## config.mk

```make
export PLATFORM = sky130hd
export DESIGN_NAME = plob_ctrl
export DESIGN_NICKNAME = d
export VERILOG_FILES = /design/src/sv/plob_pkg.sv /design/src/sv/plob_ctrl.sv
export SDC_FILE = /design/constraint.sdc
export NUM_CORES = 1
export LEC_CHECK = 0
export BUFFER_PORTS_ARGS = -buffer_cell sky130_fd_sc_hd__buf_4
export CAP_MARGIN = 0
export CORE_AREA = 2 2 39 41
export DETAILED_ROUTE_END_ITERATION = 6
export DIE_AREA = 0 0 41 43
export HOLD_SLACK_MARGIN = 0.08
export PLACE_DENSITY = 0.3
export SYNTH_ARGS = -nofsm -noshare
export SYNTH_HDL_FRONTEND = slang
export SYNTH_SLANG_ARGS = --single-unit
```

## constraint.sdc

```tcl
create_clock -name clk_i -period 1.66 [get_ports clk_i]
set_clock_uncertainty 0.2 [all_clocks]
set_input_delay 0.332 -clock clk_i [delete_from_list [all_inputs] [get_ports clk_i]]
set_output_delay 0.332 -clock clk_i [all_outputs]
set_load 0.01 [all_outputs]
```

## src/sv/plob_pkg.sv

```systemverilog
`timescale 1ns / 1ps
// ----------------------------------------------------------------------------
// plob_pkg: shared types, constants and helpers of the price-level order book
// Sizes of the book, request opcodes, register indexes, the command and
// status bundles between controller and datapath, and depth saturation.
// ----------------------------------------------------------------------------
package plob_pkg;

  // Book geometry and field widths
  localparam int NUM_LEVELS  = 1024;
  localparam int LVL_W       = $clog2(NUM_LEVELS);
  localparam int DEPTH_BITS  = 32;
  localparam int QTY_W       = 24;
  localparam int IDX_W       = 10;
  localparam int OP_W        = 2;
  localparam int CFG_DEPTH_W = 16;
  localparam int CFG_BB_W    = 10;
  localparam int CFG_W       = (CFG_DEPTH_W > CFG_BB_W) ? CFG_DEPTH_W : CFG_BB_W;
  localparam int CFG_IDX_W   = 1;

  // Widths of intermediate compares
  localparam int SUM_W = ((LVL_W > IDX_W) ? LVL_W : IDX_W) + 1;
  localparam int CMP_W = ((DEPTH_BITS > QTY_W) ? DEPTH_BITS : QTY_W) + 1;

  // Register reset values
  localparam logic [CFG_DEPTH_W-1:0] RST_DEPTH = CFG_DEPTH_W'(50);
  localparam logic [CFG_BB_W-1:0]    RST_BB    = CFG_BB_W'(500);

  // Register indexes
  localparam logic [CFG_IDX_W-1:0] CFG_INIT_DEPTH = CFG_IDX_W'(0);
  localparam logic [CFG_IDX_W-1:0] CFG_INIT_BB    = CFG_IDX_W'(1);

  typedef enum logic [OP_W-1:0] {
    OP_LIMIT  = OP_W'(0),
    OP_AGGR   = OP_W'(1),
    OP_REINIT = OP_W'(2)
  } op_e;

  typedef logic [LVL_W-1:0]      lvl_t;
  typedef logic [DEPTH_BITS-1:0] depth_t;
  typedef logic [QTY_W-1:0]      qty_t;

  // Controller to datapath
  typedef struct packed {
    logic in_ready;  // request port may accept
    logic take;      // request accepted: latch it, read depth memories
    logic run;       // apply the request and load the result
    logic sweep;     // write one level of the reload sweep
  } cmd_t;

  // Datapath to controller
  typedef struct packed {
    logic in_valid;
    logic in_reinit;
    logic out_free;
    logic sweep_last;
  } sts_t;

  localparam logic [CMP_W-1:0] DEPTH_MAX_W =
    {{(CMP_W-DEPTH_BITS){1'b0}}, {DEPTH_BITS{1'b1}}};

  // Limit the reload best bid so the best ask stays on the book
  function automatic lvl_t clamp_bb(input logic [CFG_BB_W-1:0] v);
    logic [SUM_W-1:0] w;
    logic [SUM_W-1:0] lim;
    w   = SUM_W'(v);
    lim = SUM_W'(NUM_LEVELS - 2);
    return (w > lim) ? LVL_W'(lim) : LVL_W'(w);
  endfunction

  // Add a quantity to a depth, saturating
  function automatic depth_t sat_add(input depth_t a, input qty_t b);
    logic [CMP_W-1:0] s;
    s = CMP_W'(a) + CMP_W'(b);
    return (s > DEPTH_MAX_W) ? {DEPTH_BITS{1'b1}} : DEPTH_BITS'(s);
  endfunction

  // Convert a quantity to a depth, saturating
  function automatic depth_t sat_q(input qty_t q);
    return (CMP_W'(q) > DEPTH_MAX_W) ? {DEPTH_BITS{1'b1}} : DEPTH_BITS'(q);
  endfunction

endpackage

```

## src/sv/plob_ctrl.sv

```systemverilog
`timescale 1ns / 1ps
// ----------------------------------------------------------------------------
// plob_ctrl: order book sequencer
// Steps each request through accept and execute, and runs the level sweep
// that reloads both depth memories after reset and on a reinit request.
// ----------------------------------------------------------------------------
module plob_ctrl (
  input  logic           clk_i,
  input  logic           rst_ni,
  input  plob_pkg::sts_t sts_i,
  output plob_pkg::cmd_t cmd_o
);

  typedef enum logic [2:0] {
    ST_CLEAR = 3'b001,
    ST_IDLE  = 3'b010,
    ST_EXEC  = 3'b100
  } state_e;

  state_e state_q, state_d;

  // Next state and commands
  always_comb begin
    state_d = state_q;
    cmd_o   = '0;
    unique case (state_q)
      ST_CLEAR: begin
        cmd_o.sweep = 1'b1;
        if (sts_i.sweep_last) begin
          state_d = ST_IDLE;
        end
      end
      ST_IDLE: begin
        cmd_o.in_ready = sts_i.out_free;
        if (sts_i.in_valid && sts_i.out_free) begin
          cmd_o.take = 1'b1;
          state_d    = sts_i.in_reinit ? ST_CLEAR : ST_EXEC;
        end
      end
      ST_EXEC: begin
        cmd_o.run = 1'b1;
        state_d   = ST_IDLE;
      end
      default: begin
        state_d = ST_IDLE;
      end
    endcase
  end

  // Start with a sweep after reset
  always_ff @(posedge clk_i or negedge rst_ni) begin
    if (!rst_ni) begin
      state_q <= ST_CLEAR;
    end else begin
      state_q <= state_d;
    end
  end

endmodule

```

==> flow_summary.ini, run 1 <==
[logic_synthesis]
synth_top_family_by_area = simple AND/OR/NAND/NOR gates
yosysWarnings = 0
muxShareOfSynthArea = 0
syn_avg_cell_area_um2 = 13.19
yosys.area_share.simple = 0.3793
synth-xor-area-share = 0
synth_cells = 11
synth-adder-area-share = 0
syn_nets = 17
syn_area_um2 = 145.1
synth_compound_area_frac = 0.09483
synth-seq-area-share = 0.5259
synth_seq_cells = 3
synth_cell_types = 9

[grt]
track_usage = 0.06848
busiest_layer = met2
grt_pass1_wl_um = 724
grt_max_degree = 5
met2_usage = 0.08438
grtUsageMet3 = 0.04712
antenna_found_initial = 0
grtUsageMet1 = 0.06494
first_global_vias = 192
grt_overflow_total = 0

[floorplanning]
core_um2 = 1384
die_w_um = 41
initial_core_util = 0.1049
die_y_um = 43
io_pins = 10
dieArea_um2 = 1763
floorplan.rows = 14

[power_and_ir_drop]
p_int_uw = 206.1
p_switching_uw = 60.39
combPwrFrac = 0.207
p_leak_uw = 0.0001470
total_power_uw = 266.5
clockPowerShare = 0.484
swShare = 0.2266
power_density_nw_per_um2 = 812.9
power_frac_seq = 0.309
ir_drop_uv = 284.2

[sta]
hold_violations = 0
drv_slew = 0
fmax_mhz = 577.4
relSlewSlack = 0.7169
worst_pin_slew_ps = 418.8
whs_ps = 97.44
fin_crit_ps = 1732
min_period_over_period = 1.043
setup_ws_ps = -71.93
rsz0062_at_grt = yes
setup_viol = 3

[worst_setup_path]
startpoint_type = flop
worst_r2r_endpoint = state_q[0]
r2r_slack_ps = 250
cp_max_fo = 3
worst_setup_path_end_kind = primary output
crit_type = flop to primary output
r2r_start = state_q[0]
cp_data_arrival_time_ps = 1200
worst-r2r-cell-count = 3
critical_path_required_ps = 1130

[finish]
syn2layout_area_growth_pct = 125.9
top_regs = state_q (3)
largest-register = state_q
layout-drive-gt1-share = 0.6897
fillCellCount = 149
n_antenna_cell = 0
multi_input_area_um2 = 82.58
nets = 36
largest_register_ffs = 3
seq_area_um2 = 76.32

[hold_path]
worstHoldStart = sts_i[3]
hp-class = primary input to flop
hold_depth = 2
min_to = state_q[1]

[cts]
clock-root-buffer = clkbuf_4
h-tree-depth = 1
cts_inserted_buffers = 3
clock_path_buffers = 2
cts_tree = done
cts_num_sinks = 3
insertion_delay_ps = 230
cts.clk_slew.worst_paths_ps = 40

[detailed_routing]
viasPerCell = 3.644
first_pass_iters = 3
num_vias = 164
drt-total-wl_um = 403
drt_first_iter_violations = 5
drtAntennaViolNets = 0
route.detailed.drc = 0
detail_route.wl_per_cell_um = 8.956

[placement]
gp_congestion = 0.5685
io_buffer_count = 9

[outcome]
status = finished, violations left
violations = setup timing

[job]
drv_cap = 0
==> repair_timing <==
item | CTS | global route
setup buffers | 3 | 1
hold buffers | 1 | 0
endpoints found under the hold margin | 3 | 0
gates resized for setup | 5 | 2
pin swaps | 2 | 1
cloned | 0 | 0
endpoints found under the setup margin | 3 | 4
==> per-layer routing <==
layer	vias to the layer above	wire, µm
met1	76	173
met2	10	187
li1	78	-
met3	0	42
met4	0	0
met5	-	0
==> cell families (layout without fill, tap and decap cells) <==
kind of cell | Yosys count | count (layout)
buffers and inverters | 0 | 18
and+or+nand+nor | 6 | 6
DFF | 3 | 3
AOI/OAI and AO/OA | 2 | 2
==> layout by cell type (no fill, tap or decap) <==
master and instances:
nor3b_1 1, nor3b_4 1, clkbuf_4 3, a21oi_1 1
buf_4 9, dlygate4sd3_1 1, and4bb_4 1, dfrtp_1 2
and2_4 1, a31o_1 1, clkbuf_1 1, dfstp_2 1
and3b_1 1, nor4b_1 1, buf_6 4
==> per-stage QoR <==
stage	util	cell area (µm²)	cells	TNS [ps]	setup slack (ps)
2_1_floorplan	-	145.1	11	0	214.8
3_3_place_gp	0.1682	232.7	36	0	104.4
3_5_place_dp	0.1682	232.7	36	0	105.5
4_1_cts	0.2242	310.3	44	-240.2	-119.0
5_1_grt	0.2369	327.8	45	-304.1	-112.5
6_report	0.2369	327.8	45	-138.0	-71.93
==> final cells by class <==
class,count,share of cell area
Sequential cell,3,0.2328
Clock buffer,4,0.08015
Multi-Input combinational cell,8,0.2519
Timing Repair Buffer,14,0.3740
Tap cell,16,0.06107
==> how the worst max path moves through the flow <==
stage                from  slack, ps  endpoint  cells after the start
2_1_floorplan  state_q[2]        210  cmd_o[2]                      2
3_3_place_gp   state_q[0]        100  cmd_o[2]                      3
3_5_place_dp   state_q[0]        110  cmd_o[2]                      3
4_1_cts        state_q[0]       -120  cmd_o[2]                      3
5_1_grt        state_q[0]       -110  cmd_o[2]                      3
6_report       state_q[0]        -70  cmd_o[2]                      3
==> cells in the mapped netlist <==
library cell	number	area, µm²
and2_1	1	6.260
dfrtp_1	2	50.05
and4bb_4	1	16.27
a21oi_1	1	5.000
dfstp_2	1	26.28
a31o_1	1	8.760
nor4b_1	1	8.760
nor3b_1	2	15.01
and3b_1	1	8.760
==> power groups by stage <==
stage	registers [µW]	logic, µW	clock network, µW
final	82.3	55.3	129
after global routing	82.7	59.2	150
after CTS	82.3	52.3	137
after detailed placement	83.2	34.4	0
after global placement	82.9	34.3	0
after floorplan	82.1	14.4	0
==> worst max-delay path, cell delays in order, from the launching register on <==
cell	delay [ps]
dfstp_2	520
and4bb_4	200
and2_4	140
buf_6	110
(Power assumes the default switching activity.)
==> run 2, diff against run 1 <==
--- a/constraint.sdc
+++ b/constraint.sdc
@@ -4,2 +4,2 @@
 set_output_delay 0.332 -clock clk_i [all_outputs]
-set_load 0.01 [all_outputs]
+set_load 0.05 [all_outputs]
==> run 2 against run 1 <==
Compared with the run above:
- the flow still finishes with violations (setup timing)
- critical path depth stayed put
- largest power group unchanged
- sequential share of layout area decreased by 0.86 points
- via count up 2.4%
- critical endpoint unchanged
- non-clock buffer count is the same
==> flow_summary.ini, run 2 (synthesis results as in run 1) <==
[outcome]
status = finished, violations left
violations = setup timing

[detailed_routing]
drt_first_iter_violations = 5
viasPerCell = 3.733
first_pass_iters = 2
drt-total-wl_um = 418
detail_route.wl_per_cell_um = 9.289
num_vias = 168
drtAntennaViolNets = 0
route.detailed.drc = 0

[power_and_ir_drop]
combPwrFrac = 0.256
p_leak_uw = 0.0001503
ir_drop_uv = 356.0
swShare = 0.2618
power_frac_seq = 0.294
p_int_uw = 207.3
power_density_nw_per_um2 = 824.9
clockPowerShare = 0.451
p_switching_uw = 73.49

[sta]
whs_ps = 97.29
min_period_over_period = 1.074
tns_ps = -275.8
worst_pin_slew_ps = 469.1
drv_slew = 0
setup_viol = 3
fmax_mhz = 561.1
setup_ws_ps = -122.2
relSlewSlack = 0.6828
fin_crit_ps = 1782
hold_violations = 0
rsz0062_at_grt = yes

[placement]
io_buffer_count = 9
post-place-ws_ps = 57.60
gp_congestion = 0.5322

[floorplanning]
die_y_um = 43
dieArea_um2 = 1763
io_pins = 10
initial_core_util = 0.1049
floorplan.rows = 14
core_um2 = 1384
die_w_um = 41

[grt]
grt_max_degree = 5
grt_pass1_wl_um = 710
antenna_found_initial = 0
first_global_vias = 185
grt_overflow_total = 0
track_usage = 0.06653

[worst_setup_path]
critical_path_required_ps = 1130
worstPathCellList = and4bb_4 -> and2_4 -> buf_8
crit_buf_inv = 1
cp_max_fo = 3
slowest_delay_ps = 520
startpoint_type = flop
crit_type = flop to primary output
path_delay_family = flip-flops
worst_setup_path_end_kind = primary output
cp_data_arrival_time_ps = 1250
critPathSlowestCell = dfstp_2

[hold_path]
hp-class = primary input to flop

[finish]
largest-register = state_q
nets = 36
final_core_util = 0.2459
largest_register_ffs = 3
fillCellCount = 151
layout_common_cells = 9 x buf_4, 3 x clkbuf_4, 2 x buf_6, 2 x buf_8, 2 x dfrtp_1
final_common_cell = buf_4
syn2layout_area_growth_pct = 134.5
n_antenna_cell = 0
top_regs = state_q (3)
layout-drive-gt1-share = 0.7241

[cts]
cts_num_sinks = 3
cts_tree = done
clock_path_buffers = 2
cts_inserted_buffers = 3
cts.clk_slew.worst_paths_ps = 40
insertion_delay_ps = 230
clock-root-buffer = clkbuf_4
h-tree-depth = 1

[job]
drv_cap = 0
## run 2: cell counts in the layout (fill, tap and decap cells not counted)
Identical to the previous run, type by type.
## run 2: layer usage
layer  vias to the layer above  track usage  routed length, µm
li1                         80            -                  -
met1                        78      0.06840                156
met2                        10      0.08125                199
met3                         0      0.03665                 62
met4                         0      0.08000                  0
met5                         -            0                  0
## run 2: area by class of cell
type	count	area, µm²	area share
Clock buffer	4	26.28	0.07721
Multi-Input combinational cell	8	87.58	0.2574
Sequential cell	3	76.32	0.2243
Tap cell	16	20.02	0.05882
Timing Repair Buffer	14	130.1	0.3824
## run 2: metrics by stage
step / total power [µW] / cell area [µm²] / instances
after detailed placement: 136.6 / 252.7 / 37
after global routing: 298.3 / 340.3 / 45
final: 280.7 / 340.3 / 45
after CTS: 288.2 / 340.3 / 45
after floorplan: 114.5 / 157.7 / 11
after global placement: 136.1 / 252.7 / 37
## run 2: repair_timing
action	CTS	global route
gates resized for setup	7	0
pin swaps	1	0
setup buffers	3	0
endpoints found under the hold margin	3	0
hold buffers	1	0
setup endpoints to repair	3	4
## run 2: path summary, 6_finish.rpt
check                                 from  depth (start not counted)  slack [ps]    endpoint
worst min-delay path              sts_i[3]                          2         100  state_q[1]
min in group asynchronous           rst_ni                          2         220  state_q[1]
worst min register to register  state_q[2]                          3         480  state_q[1]
max in group asynchronous           rst_ni                          2         850  state_q[0]
worst max-delay path            state_q[0]                          3        -120    cmd_o[2]
worst max register to register  state_q[0]                          4         100  state_q[0]
## run 2: worst reg2reg max path: stages, from the launching register on
cell     delay (ps)
dfstp_2         520
buf_4           100
buf_4           100
nor4b_1         400
a31o_1          170
## run 2: power groups by stage
stage	clock (µW)	sequential, µW	combinational (µW)
2_1_floorplan	0	83.1	31.4
3_3_place_gp	0	83.3	52.8
3_5_place_dp	0	83.5	53.1
4_1_cts	134	82.6	71.6
5_1_grt	139	83.2	75.7
6_report	126	82.5	71.7
==> run 3, diff against run 2 <==
- REMOVE_ABC_BUFFERS: default -> 1
==> run 3 against run 2 <==
Compared with the run above:
- the run still ends with setup timing left
- cell count up 2.2%
- critical path depth stayed put
- global-route usage rose by 0.19 points
- non-clock buffer count increased by 1
- clock power barely moved
- register-to-register slack better by 160 ps
- clock-buffer cell count stayed put
- power rose by 2.4%
- sequential cell count is the same
- worst hold slack improved by 0.85 ps
- largest power group unchanged
==> flow_summary.ini, run 3 (synthesis results as in run 1) <==
[cts]
insertion_delay_ps = 230
cts_inserted_buffers = 3
cts.clk_slew.worst_paths_ps = 40
clock_path_buffers = 2
cts_tree = done
clock-root-buffer = clkbuf_4
cts_num_sinks = 3
h-tree-depth = 1

[detailed_routing]
drtAntennaViolNets = 0
detail_route.wl_per_cell_um = 8.761
first_pass_iters = 2
num_vias = 168
drt_first_iter_violations = 2
viasPerCell = 3.652
drt-total-wl_um = 403
route.detailed.drc = 0

[worst_setup_path]
cp_data_arrival_time_ps = 1260
worst_setup_path_end_kind = primary output
crit_path_start = state_q[2]
cp_max_fo = 4
startpoint_type = flop
worst-r2r-cell-count = 3
crit_type = flop to primary output
setup.worst_path.end = cmd_o[2]
critical_path_required_ps = 1130
r2r_start = state_q[0]
r2r_slack_ps = 260
worst_r2r_endpoint = state_q[0]

[finish]
top_regs = state_q (3)
largest_register_ffs = 3
final_common_cell = buf_4
layout_common_cells = 9 x buf_4, 3 x clkbuf_4, 3 x buf_6
nets = 37
fin_area_um2 = 351.6
syn2layout_area_growth_pct = 142.2
fillCellCount = 147
largest-register = state_q
n_antenna_cell = 0
layout-drive-gt1-share = 0.7333

[power_and_ir_drop]
ir_drop_uv = 285.1
swShare = 0.2671
combPwrFrac = 0.262
clockPowerShare = 0.449
power_frac_seq = 0.289
p_switching_uw = 76.80
p_int_uw = 210.7
p_leak_uw = 0.0001562
power_density_nw_per_um2 = 817.8

[sta]
hold_violations = 0
setup_viol = 3
fin_crit_ps = 1792
relSlewSlack = 0.7199
setup_ws_ps = -131.7
drv_slew = 0
fmax_mhz = 558.1
tns_ps = -319.7
min_period_over_period = 1.079
worst_pin_slew_ps = 414.3
rsz0062_at_grt = yes

[floorplanning]
core_um2 = 1384
initial_core_util = 0.1049
die_w_um = 41
die_y_um = 43
floorplan.rows = 14
dieArea_um2 = 1763
io_pins = 10

[outcome]
status = finished, violations left
violations = setup timing

[hold_path]
hp-class = primary input to flop
hold_depth = 2
worstHoldStart = sts_i[3]

[placement]
placed_area_um2 = 232.7
io_buffer_count = 9
gp_congestion = 0.5685
post-place-ws_ps = 58.44

[grt]
grt_max_degree = 5
first_global_vias = 190
track_usage = 0.06848
grt_overflow_total = 0
antenna_found_initial = 0
grt_pass1_wl_um = 724

[job]
drv_cap = 0
==> run 3: changes by cell type in the layout (fill, tap and decap cells not counted) <==
cell,previous run,this run
buf_6,2,3
==> run 3: cell type report <==
type / instances / area (µm²) / share of cell area
repair buffers: 15 / 141.4 / 0.4021
multi-input cells: 8 / 87.58 / 0.2491
flip-flops and latches: 3 / 76.32 / 0.2171
clock buffers: 4 / 26.28 / 0.07473
well taps: 16 / 20.02 / 0.05694
==> run 3: timing repair <==
action | in CTS | in global routing
endpoints found under the setup margin | 3 | 3
buffers inserted | 3 | 2
endpoints found under the hold margin | 3 | 0
hold buffers | 1 | 0
resized for setup | 10 | 1
pin swaps | 2 | 1
==> run 3: worst min-delay path by stage <==
stage                  to  slack (ps)
2_1_floorplan  state_q[1]        -160
3_3_place_gp   state_q[1]         -80
3_5_place_dp   state_q[2]         -80
4_1_cts        state_q[1]          90
5_1_grt        state_q[1]          90
6_report       state_q[1]         100
==> run 3: power by group through the flow <==
| stage | sequential, µW | clock, µW | combinational (µW) |
|---|---|---|---|
| 2_1_floorplan | 82.1 | 0 | 29.4 |
| 3_3_place_gp | 82.9 | 0 | 49.4 |
| 3_5_place_dp | 83.2 | 0 | 49.5 |
| 4_1_cts | 83.8 | 137 | 71.9 |
| 5_1_grt | 83.6 | 150 | 79.8 |
| 6_report | 83.0 | 129 | 75.3 |
==> run 3: critical path, cell delays in order (launching register included) <==
cell	delay [ps]
dfrtp_1	380
and4bb_4	360
and2_4	150
buf_8	130
==> run 3: metrics by stage <==
step / cells / hold slack, ps / total power (µW) / utilization
finish: 46 / 98.14 / 287.5 / 0.2541
global route: 46 / 90.50 / 313.0 / 0.2541
CTS: 44 / 90.06 / 292.3 / 0.2405
detailed placement: 36 / -77.60 / 132.8 / 0.1682
global placement: 36 / -78.27 / 132.4 / 0.1682
floorplan: 11 / -163.6 / 111.5 / -
==> run 3: layer usage <==
metal	global-route usage	wire (µm)
met5	0	0
met3	0.05236	51
met2	0.08750	186
met1	0.05844	166
met4	0.08000	0
